**src/rtl/core/smh_pkg.sv**
```systemverilog
// Shared types and constants of the SHA-256 message hasher.
// Used by smh_ctrl, smh_datapath and sha256_message_hasher; depends on nothing.
package smh_pkg;

  // Source of the bytes appended to the block buffer.
  localparam logic [1:0] APP_WORD  = 2'd0;
  localparam logic [1:0] APP_PAD80 = 2'd1;
  localparam logic [1:0] APP_ZERO  = 2'd2;
  localparam logic [1:0] APP_LEN   = 2'd3;

  localparam logic [6:0] BLOCK_BYTES = 7'd64;
  localparam logic [6:0] LEN_OFFSET  = 7'd56;

  localparam logic [31:0] ROUND_K [64] = '{
    32'h428a2f98, 32'h71374491, 32'hb5c0fbcf, 32'he9b5dba5,
    32'h3956c25b, 32'h59f111f1, 32'h923f82a4, 32'hab1c5ed5,
    32'hd807aa98, 32'h12835b01, 32'h243185be, 32'h550c7dc3,
    32'h72be5d74, 32'h80deb1fe, 32'h9bdc06a7, 32'hc19bf174,
    32'he49b69c1, 32'hefbe4786, 32'h0fc19dc6, 32'h240ca1cc,
    32'h2de92c6f, 32'h4a7484aa, 32'h5cb0a9dc, 32'h76f988da,
    32'h983e5152, 32'ha831c66d, 32'hb00327c8, 32'hbf597fc7,
    32'hc6e00bf3, 32'hd5a79147, 32'h06ca6351, 32'h14292967,
    32'h27b70a85, 32'h2e1b2138, 32'h4d2c6dfc, 32'h53380d13,
    32'h650a7354, 32'h766a0abb, 32'h81c2c92e, 32'h92722c85,
    32'ha2bfe8a1, 32'ha81a664b, 32'hc24b8b70, 32'hc76c51a3,
    32'hd192e819, 32'hd6990624, 32'hf40e3585, 32'h106aa070,
    32'h19a4c116, 32'h1e376c08, 32'h2748774c, 32'h34b0bcb5,
    32'h391c0cb3, 32'h4ed8aa4a, 32'h5b9cca4f, 32'h682e6ff3,
    32'h748f82ee, 32'h78a5636f, 32'h84c87814, 32'h8cc70208,
    32'h90befffa, 32'ha4506ceb, 32'hbef9a3f7, 32'hc67178f2
  };

  localparam logic [31:0] INIT_HASH [8] = '{
    32'h6a09e667, 32'hbb67ae85, 32'h3c6ef372, 32'ha54ff53a,
    32'h510e527f, 32'h9b05688c, 32'h1f83d9ab, 32'h5be0cd19
  };

  // Commands from the controller to the datapath.
  typedef struct packed {
    logic       load;        // capture the accepted input word
    logic       app_en;      // append bytes to the block buffer
    logic [1:0] app_sel;     // which bytes to append
    logic       comp_start;  // load working variables, clear fill count
    logic       round_en;    // run one compression round
    logic       fin;         // add working variables into the hash
    logic       part_next;   // one digest part was taken
    logic       msg_done;    // return to the initial hash for a new message
  } smh_cmd_t;

  // Status from the datapath to the controller.
  typedef struct packed {
    logic [6:0] fill;        // bytes held in the block buffer, 0 to 64
    logic       cnt_zero;    // no bytes of the held word are left
    logic       last;        // the held word closes the message
    logic       round_last;  // the current round is round 63
    logic       part_last;   // the digest part on the output is the fourth
  } smh_status_t;

endpackage

```
**src/rtl/core/smh_ctrl.sv**
```systemverilog
// Sequencing state machine of the SHA-256 message hasher.
// Depends on smh_pkg for the command and status structures.
module smh_ctrl (
  input  logic                clk,
  input  logic                rst_n,
  input  logic                in_tvalid,
  output logic                in_tready,
  output logic                out_tvalid,
  input  logic                out_tready,
  input  smh_pkg::smh_status_t sts,
  output smh_pkg::smh_cmd_t    cmd
);

  localparam logic [2:0] ST_IDLE   = 3'd0;
  localparam logic [2:0] ST_APPEND = 3'd1;
  localparam logic [2:0] ST_PAD80  = 3'd2;
  localparam logic [2:0] ST_PADZ   = 3'd3;
  localparam logic [2:0] ST_PADLEN = 3'd4;
  localparam logic [2:0] ST_COMP   = 3'd5;
  localparam logic [2:0] ST_FIN    = 3'd6;
  localparam logic [2:0] ST_OUT    = 3'd7;

  logic [2:0] state_r, state_nxt;
  logic [2:0] ret_r, ret_nxt;
  logic       full;

  assign full = (sts.fill == smh_pkg::BLOCK_BYTES);

  always_comb begin
    state_nxt  = state_r;
    ret_nxt    = ret_r;
    cmd        = '0;
    in_tready  = 1'b0;
    out_tvalid = 1'b0;
    case (state_r)
      ST_IDLE: begin
        in_tready = 1'b1;
        if (in_tvalid) begin
          cmd.load  = 1'b1;
          state_nxt = ST_APPEND;
        end
      end
      ST_APPEND: begin
        if (full) begin
          cmd.comp_start = 1'b1;
          ret_nxt        = ST_APPEND;
          state_nxt      = ST_COMP;
        end else if (!sts.cnt_zero) begin
          cmd.app_en  = 1'b1;
          cmd.app_sel = smh_pkg::APP_WORD;
        end else begin
          state_nxt = sts.last ? ST_PAD80 : ST_IDLE;
        end
      end
      ST_PAD80: begin
        if (full) begin
          cmd.comp_start = 1'b1;
          ret_nxt        = ST_PAD80;
          state_nxt      = ST_COMP;
        end else begin
          cmd.app_en  = 1'b1;
          cmd.app_sel = smh_pkg::APP_PAD80;
          state_nxt   = ST_PADZ;
        end
      end
      ST_PADZ: begin
        if (sts.fill == smh_pkg::LEN_OFFSET) begin
          state_nxt = ST_PADLEN;
        end else if (full) begin
          cmd.comp_start = 1'b1;
          ret_nxt        = ST_PADZ;
          state_nxt      = ST_COMP;
        end else begin
          cmd.app_en  = 1'b1;
          cmd.app_sel = smh_pkg::APP_ZERO;
        end
      end
      ST_PADLEN: begin
        if (full) begin
          cmd.comp_start = 1'b1;
          ret_nxt        = ST_OUT;
          state_nxt      = ST_COMP;
        end else begin
          cmd.app_en  = 1'b1;
          cmd.app_sel = smh_pkg::APP_LEN;
        end
      end
      ST_COMP: begin
        cmd.round_en = 1'b1;
        if (sts.round_last) begin
          state_nxt = ST_FIN;
        end
      end
      ST_FIN: begin
        cmd.fin   = 1'b1;
        state_nxt = ret_r;
      end
      ST_OUT: begin
        out_tvalid = 1'b1;
        if (out_tready) begin
          cmd.part_next = 1'b1;
          if (sts.part_last) begin
            cmd.msg_done = 1'b1;
            state_nxt    = ST_IDLE;
          end
        end
      end
      default: begin
        state_nxt = ST_IDLE;
      end
    endcase
  end

  always_ff @(posedge clk) begin
    if (!rst_n) begin
      state_r <= ST_IDLE;
      ret_r   <= ST_IDLE;
    end else begin
      state_r <= state_nxt;
      ret_r   <= ret_nxt;
    end
  end

endmodule

```
**config.mk**
```make
export PLATFORM = sky130hd
export DESIGN_NAME = smh_ctrl
export DESIGN_NICKNAME = d
export VERILOG_FILES = /design/src/rtl/core/smh_pkg.sv /design/src/rtl/core/smh_ctrl.sv
export SDC_FILE = /design/constraint.sdc
export NUM_CORES = 1
export LEC_CHECK = 0
export BUFFER_PORTS_ARGS = -buffer_cell sky130_fd_sc_hd__clkbuf_2
export CORE_AREA = 2 2 44 46
export CTS_CLUSTER_SIZE = 20
export DETAILED_ROUTE_END_ITERATION = 8
export DIE_AREA = 0 0 46 48
export SLEW_MARGIN = 20
export SYNTH_ARGS = -nofsm -noshare
export SYNTH_HDL_FRONTEND = slang
export SYNTH_SLANG_ARGS = --single-unit
```
**constraint.sdc**
```tcl
create_clock -name clk -period 2.25 [get_ports clk]
set_clock_uncertainty 0.2 [all_clocks]
set_input_delay 0.5625 -clock clk [delete_from_list [all_inputs] [get_ports clk]]
set_output_delay 0.5625 -clock clk [all_outputs]
set_load 0.01 [all_outputs]
```
After elaboration in Yosys (flattened, before gate mapping):

Cells that the tools add are included.

* register bits: 6
* logic and storage cells: 59
* output and inout port bits: 11
* bits of input ports: 15

* reductions and logical operators: 4
* eq/ne operators: 19
* mux-type cells: 34

Operators by type and width (count)
* two-way mux 3 bit: 19
* one-hot mux 3 bit (8 select lines): 1
* inequality test 2 bit (second input constant): 9
* one-hot mux 4 bit (4 select lines): 1
* == test 3 bit (second input constant): 4
* one-hot mux 3 bit (4 select lines): 1
* two-way mux 1 bit: 8
* == test 7 x 6 -> 1 bit (second input constant): 1
* == test 7 bit (second input constant): 1
* == test 3 x 2 -> 1 bit (second input constant): 2
* two-way mux 2 bit: 3
* AND reduction 6 bit: 1
* AND reduction 5 bit: 1
* two-way mux 4 bit: 1
* nonzero test 4 bit: 1
* == test 3 x 1 -> 1 bit (second input constant): 1
* logical NOT 3 bit: 1
* inequality test 3 bit (second input constant): 1

Logic depth before layout (Yosys ltp):

Gate-level depths: netlist (run 1).

* depth in word-level cells: 4
* depth in mapped cells: 7

Least setup slack after synthesis (run 1):

No wires, ideal clock.

* path type: input-to-output
* from: in sts[7] (netlist name)
* to: out cmd[4] (netlist name)
* cell stages on the path: 4
* data required time: 1.487 ns
* data arrival time: 1.372 ns
* path slack: 0.115 ns
* path buffers: 0
* path through: and4b_4 a21oi_2 nor2b_1 a2111oi_4

RTL lines
* from (decl): RTL line smh_ctrl.sv:10 `input smh_pkg::smh_status_t sts,`
* to (decl): RTL line smh_ctrl.sv:11 `output smh_pkg::smh_cmd_t cmd`

==> reports/qor.txt, run 1 <==
worst-case clock buffer depth = 2
HPWL Detailed = 1.47 mm
max_slew headroom = 75.4%
number of global-route vias before repair = 799
area share of the largest cell type after synthesis = 18.5%
Area Overhead vs Synth = 64.5%
critical path's slowest cell = a2111oi_4
Worst Setup EP = cmd[4]
Num CTS Buffers = 3
register area share after synthesis = 18.5%
CTS sink cnt = 6
Layout Nets = 152
core area = 1690 sq um
outcome = finished with violations
Finish-stage setup viols = 3
Cell Chain, Critical Path = buf_8 -> and4b_4 -> a21oi_2 -> nor2b_2 -> a2111oi_4 -> buf_2
pin count of the biggest net entering global routing = 12
Avg Cell Area, Syn = 7.90 sq um
clock latency on the worst-skew pair = 0.24 ns
crit path from = sts[8]
Final Max Tran Viols = 0
Global Route Usage Sum = 20.9%
post-route cell area = 1070 sq um
Worst R2R Setup Slack = 0.05 ns
initial antenna violation count = 0
drt pass-1 iters = 4
Critical Path RT = 1.49 ns
ANT cells = 0
clock-pin slew of the registers on the worst-case setup and hold paths = 0.04 ns
RSZ-0062 raised after global routing = yes
syn nets = 97
overall power = 0.316 mW
Worst Max-Slew Pin Slew = 0.360 ns
failing checks = setup timing
Main synth FF type = dfxtp_1
critical path data arrival time = 1.60 ns
# IOs = 26
FF+latch area = 129 sq um
critical path depth in cells = 6
global placement routability congestion = 0.791
row count = 15
PortBufs = 25
Layout Cells excl Fill = 152
CTS tree = done
dpl cells = 139
fin worst setup slack = -0.113 ns
die area = 2210 sq um
Die Wd = 46 um
number of distinct library cells after synthesis = 38
fraction of registers with async set/reset = 0%
Setup Crit Path Kind = input pin to output pin
CP endpoint kind = output pin
Final period util = 105%
share of layout cells above drive strength 1 = 56.3%
drt total wl = 2.01 mm
Root Buffer = clkbuf_4
Worst R2R End = state_r[0]$_SDFFE_PN0P_
Final Hold Fails = 0
DR vias/cell = 5.53
GR Overflow Total = 0
# DRC = 0
Multi-input gate area = 505 sq um
LEAKAGE = 0.494 nW
post-placement cell area = 896 sq um
leading cell type in the layout, fill and taps excluded = buf_4
Area contributors post-synth = dfxtp_1, and2_1, nor2_1
slowest stage delay, CP = 0.32 ns
Synth Instances = 82
first-pass GRT wire length = 3.33 mm
worst IR drop on VDD = 0.434 mV
CP Buf/Inv Count = 2
Ys Warns = 0
DR vias = 840
die height = 48 um
Hold Crit Class = flop to flop
CP Launch Type = input pin
synthesized area = 648 sq um
worst slack, placed = -0.139 ns
PwrDens = 296 nW/um^2
top achievable clock speed = 0.423 GHz
Crit Reg-Reg Startpoint = state_r[2]$_SDFFE_PN0P_
Initial Utilization = 38.4%
final core occ = 63.1%
post-layout min period = 2.36 ns
CP max FO = 2
synthesized flop and latch total = 6
max_cap viols = 0
Worst path top cell family by delay = compound AO/OA/AOI/OAI gates
post-synth top area cell = dfxtp_1
Post-synth EDFFs = 0
First DRT Iteration DRCs = 22
CTS HTree Levels = 1
FF-to-FF path depth = 11
Fillers = 157
commonest cells after routing, fill and taps aside = buf_4, clkbuf_2, nor2_1
ANT nets after route = 0
WL/cell = 13.2 um
## cells in the mapped netlist (2+ instances only)
cell	instances
a211oi_1	2
a21oi_1	6
a31oi_1	3
and2_1	6
and3_1	2
buf_6	2
dfxtp_1	6
inv_1	2
nand2_1	7
nand2b_1	2
nand3_1	4
nor2_1	9
nor2b_1	3
nor3_1	2
o21ai_0	2
or3_1	2
## power breakdown
group          switching (mW)  internal [mW]
clock network          0.0352         0.0601
registers             0.00585          0.108
logic                  0.0496         0.0575
## worst register-to-register path: cells and delay by family (launching register included)
| kind | cells | cell delay, ns |
|---|---|---|
| AND/OR/NAND/NOR | 1 | 0.26 |
| AO/OA/AOI/OAI | 2 | 0.26 |
| flip-flops | 1 | 0.37 |
| buffers and inverters | 8 | 1.03 |
## sequential cells by signal, indices dropped and copies added (netlist names)
name / cells
state_r: 3
ret_r: 3
## routing by layer
| metal | GRT usage (%) | up-vias | share of wire, % |
|---|---|---|---|
| met3 | 4.91 | 2 | 6.2 |
| met5 | 0 | - | 0 |
| li1 | - | 414 | - |
| met2 | 38.3 | 31 | 50 |
| met4 | 3.43 | 0 | 0.99 |
| met1 | 24.9 | 393 | 43 |
## how the worst min path moves through the flow
stage	slack, ns	end	start	depth (start not counted)
after global placement	0.29	ret_r[0]$_SDFFE_PN0P_	ret_r[0]$_SDFFE_PN0P_	1
after floorplan	0.27	ret_r[0]$_SDFFE_PN0P_	ret_r[0]$_SDFFE_PN0P_	1
final	0.30	ret_r[0]$_SDFFE_PN0P_	ret_r[0]$_SDFFE_PN0P_	1
after detailed placement	0.29	ret_r[0]$_SDFFE_PN0P_	ret_r[0]$_SDFFE_PN0P_	1
after CTS	0.30	ret_r[0]$_SDFFE_PN0P_	ret_r[0]$_SDFFE_PN0P_	1
after global routing	0.33	ret_r[0]$_SDFFE_PN0P_	ret_r[0]$_SDFFE_PN0P_	1
## repair_timing
item                       CTS  global route
resized for setup            6            19
setup endpoints to repair    4             6
buffers inserted             8             3
hold buffers                 0             0
pin swaps                    4             6
## final cells by class
| cell class | count | share of cell area (%) |
|---|---|---|
| Sequential cell | 6 | 12.1 |
| Inverter | 2 | 0.704 |
| Multi-Input combinational cell | 69 | 47.4 |
| Timing Repair Buffer | 55 | 35.7 |
| Clock buffer | 3 | 2.11 |
| Tap cell | 17 | 2.00 |
## metrics by stage
stage | setup TNS, ns | hold slack [ns]
after floorplan | 0 | 0.272
after global placement | -0.226 | 0.286
after detailed placement | -0.244 | 0.291
after CTS | -0.212 | 0.301
after global routing | -0.362 | 0.326
final | -0.194 | 0.298
## cell families (layout without fill, tap and decap cells)
group                  count (synthesis)  after routing  share of synthesized area [%]
AND/OR/NAND/NOR                       45             45                           42.9
buffers and inverters                  7             60                           8.69
flip-flops                             6              6                           18.5
AO/OA/AOI/OAI                         24             24                           29.9
Note: power is estimated with default switching activity, not from simulation.
==> run 2, diff against run 1 <==
--- a/config.mk
+++ b/config.mk
@@ -6,11 +6,13 @@
 export NUM_CORES = 1
 export LEC_CHECK = 0
 export BUFFER_PORTS_ARGS = -buffer_cell sky130_fd_sc_hd__clkbuf_2
-export CORE_AREA = 2 2 44 46
+export CORE_AREA = 2 2 41 43
 export CTS_CLUSTER_SIZE = 20
 export DETAILED_ROUTE_END_ITERATION = 8
-export DIE_AREA = 0 0 46 48
+export DIE_AREA = 0 0 43 45
+export PLACE_DENSITY = 0.73
 export SLEW_MARGIN = 20
 export SYNTH_ARGS = -nofsm -noshare
 export SYNTH_HDL_FRONTEND = slang
 export SYNTH_SLANG_ARGS = --single-unit
+export TNS_END_PERCENT = 20
==> run 2 against run 1 <==
  * The flow still finishes with violations (setup timing)
  * Register-to-register slack better by 0.48 ns
  * Die area down 12%
  * Clock-buffer cell count unchanged
  * Largest cell class unchanged
==> reports/qor.txt, run 2 (synthesis gave the netlist of run 1 again) <==
share of layout cells above drive strength 1 = 50.4% (was 56.3%)
# DRC = 0 (unchanged)
overall power = 0.310 mW (was 0.316 mW)
drt pass-1 iters = 4 (unchanged)
CTS tree = done (unchanged)
DR vias/cell = 5.57 (was 5.53)
Num CTS Buffers = 3 (unchanged)
number of global-route vias before repair = 751 (was 799)
slowest stage delay, CP = 0.35 ns (was 0.32 ns)
Hold Crit Class = flop to flop (unchanged)
worst-case clock buffer depth = 2 (unchanged)
max_slew headroom = 69.9% (was 75.4%)
GR Overflow Total = 0 (unchanged)
fin worst setup slack = -0.142 ns (was -0.113 ns)
Layout Nets = 144 (was 152)
Initial Utilization = 44.0% (was 38.4%)
Worst Max-Slew Pin Slew = 0.441 ns (was 0.360 ns)
CP Launch Type = input pin (unchanged)
Critical Path RT = 1.49 ns (about the same)
Final Max Tran Viols = 0 (unchanged)
global placement routability congestion = 0.790 (was 0.791)
DR vias = 796 (was 840)
CTS HTree Levels = 1 (unchanged)
post-layout min period = 2.39 ns (was 2.36 ns)
die area = 1940 sq um (was 2210 sq um)
row count = 14 (was 15)
HPWL Detailed = 1.44 mm (was 1.47 mm)
worst IR drop on VDD = 0.387 mV (was 0.434 mV)
CTS sink cnt = 6 (unchanged)
critical path's slowest cell = a2111oi_4 (unchanged)
# IOs = 26 (unchanged)
failing checks = setup timing (unchanged)
max_cap viols = 0 (unchanged)
initial antenna violation count = 0 (unchanged)
pin count of the biggest net entering global routing = 13 (was 12)
RSZ-0062 raised after global routing = yes (unchanged)
PwrDens = 319 nW/um^2 (was 296 nW/um^2)
core area = 1470 sq um (was 1690 sq um)
ANT nets after route = 0 (unchanged)
LEAKAGE = 0.438 nW (was 0.494 nW)
critical path data arrival time = 1.63 ns (was 1.60 ns)
Cell Chain, Critical Path = buf_8 -> nor4b_4 -> nand2_2 -> a2111oi_4 -> buf_2 (was buf_8 -> and4b_4 -> a21oi_2 -> nor2b_2 -> a2111oi_4 -> buf_2)
outcome = finished with violations (unchanged)
first-pass GRT wire length = 3.08 mm (was 3.33 mm)
leading cell type in the layout, fill and taps excluded = buf_4 (unchanged)
biggest regs = ret_r: 3 flops, state_r: 3 flops (unchanged)
Final Hold Fails = 0 (unchanged)
dpl cells = 136 (was 139)
PortBufs = 25 (unchanged)
Layout Cells excl Fill = 143 (was 152)
Finish-stage setup viols = 3 (unchanged)
WL/cell = 12.8 um (was 13.2 um)
Final period util = 106% (was 105%)
Root Buffer = clkbuf_4 (unchanged)
clock-pin slew of the registers on the worst-case setup and hold paths = 0.05 ns (was 0.04 ns)
worst slack, placed = -0.143 ns (was -0.139 ns)
clock latency on the worst-skew pair = 0.24 ns (about the same)
Die Wd = 43 um (was 46 um)
CP endpoint kind = output pin (unchanged)
Fillers = 141 (was 157)
Hold WS = 0.296 ns (was 0.298 ns)
final core occ = 66.0% (was 63.1%)
ANT cells = 0 (unchanged)
CP max FO = 3 (was 2)
drt total wl = 1.84 mm (was 2.01 mm)
Area Overhead vs Synth = 49.8% (was 64.5%)
commonest cells after routing, fill and taps aside = buf_4, clkbuf_2, nor2_1 (unchanged)
Setup Crit Path Kind = input pin to output pin (unchanged)
First DRT Iteration DRCs = 8 (was 22)
top achievable clock speed = 0.418 GHz (was 0.423 GHz)
die height = 45 um (was 48 um)
Global Route Usage Sum = 20.9% (about the same)
==> run 2: cell types whose count changed in the layout (fill, tap and decap cells not counted), sizes merged <==
cell,previous run,this run
buf,35,26
clkbuf,23,24
==> run 2: through the flow <==
| step | TNS, ns | cell area, sq um |
|---|---|---|
| final | -0.282 | 971 |
| after global routing | -0.442 | 971 |
| after CTS | -0.166 | 916 |
| after detailed placement | -0.210 | 880 |
| after global placement | -0.180 | 880 |
| after floorplan | 0 | 648 |
==> run 2: layout make-up <==
cell class / count / area [sq um] / area share [%]
multi-input combinational: 69 / 479 / 49.4
timing repair buffer: 47 / 313 / 32.2
sequential: 6 / 129 / 13.3
clock buffer: 3 / 22.5 / 2.32
tap: 16 / 20.0 / 2.06
inverter: 2 / 7.51 / 0.773
==> run 2: repair_timing <==
item,CTS,global route
setup buffers,0,4
pin swaps,3,3
hold buffers,0,0
setup endpoints to repair,7,5
resized for setup,4,11
==> run 2: layer usage <==
| metal | track usage (%) | share of wire (%) | wire (um) |
|---|---|---|---|
| met4 | 4.24 | 0 | 0 |
| met2 | 39.1 | 53 | 967 |
| met1 | 24.4 | 42 | 771 |
| met3 | 5.20 | 5.2 | 96 |
| met5 | 0 | 0 | 0 |
==> run 2: final timing paths <==
kind,start,to,slack (ns),cells after the start
worst min register to register,ret_r[0]$_SDFFE_PN0P_,ret_r[0]$_SDFFE_PN0P_,0.30,1
worst min-delay path,ret_r[0]$_SDFFE_PN0P_,ret_r[0]$_SDFFE_PN0P_,0.30,1
worst max register to register,state_r[2]$_SDFFE_PN0P_,ret_r[1]$_SDFFE_PN0P_,0.53,6
worst max-delay path,sts[9],cmd[4],-0.14,5
==> run 2: worst max-delay path, delay by kind of cell <==
family / cells / cell delay (ns)
and+or+nand+nor: 2 / 0.43
AOI/OAI and AO/OA: 1 / 0.35
buffers and inverters: 2 / 0.29
==> run 2: report_power, final <==
part / switching [mW] / internal, mW / total [mW]
clock: 0.0375 / 0.0602 / 0.0978
sequential: 0.00523 / 0.108 / 0.113
combinational: 0.0458 / 0.0532 / 0.0990
total: 0.0886 / 0.221 / 0.310
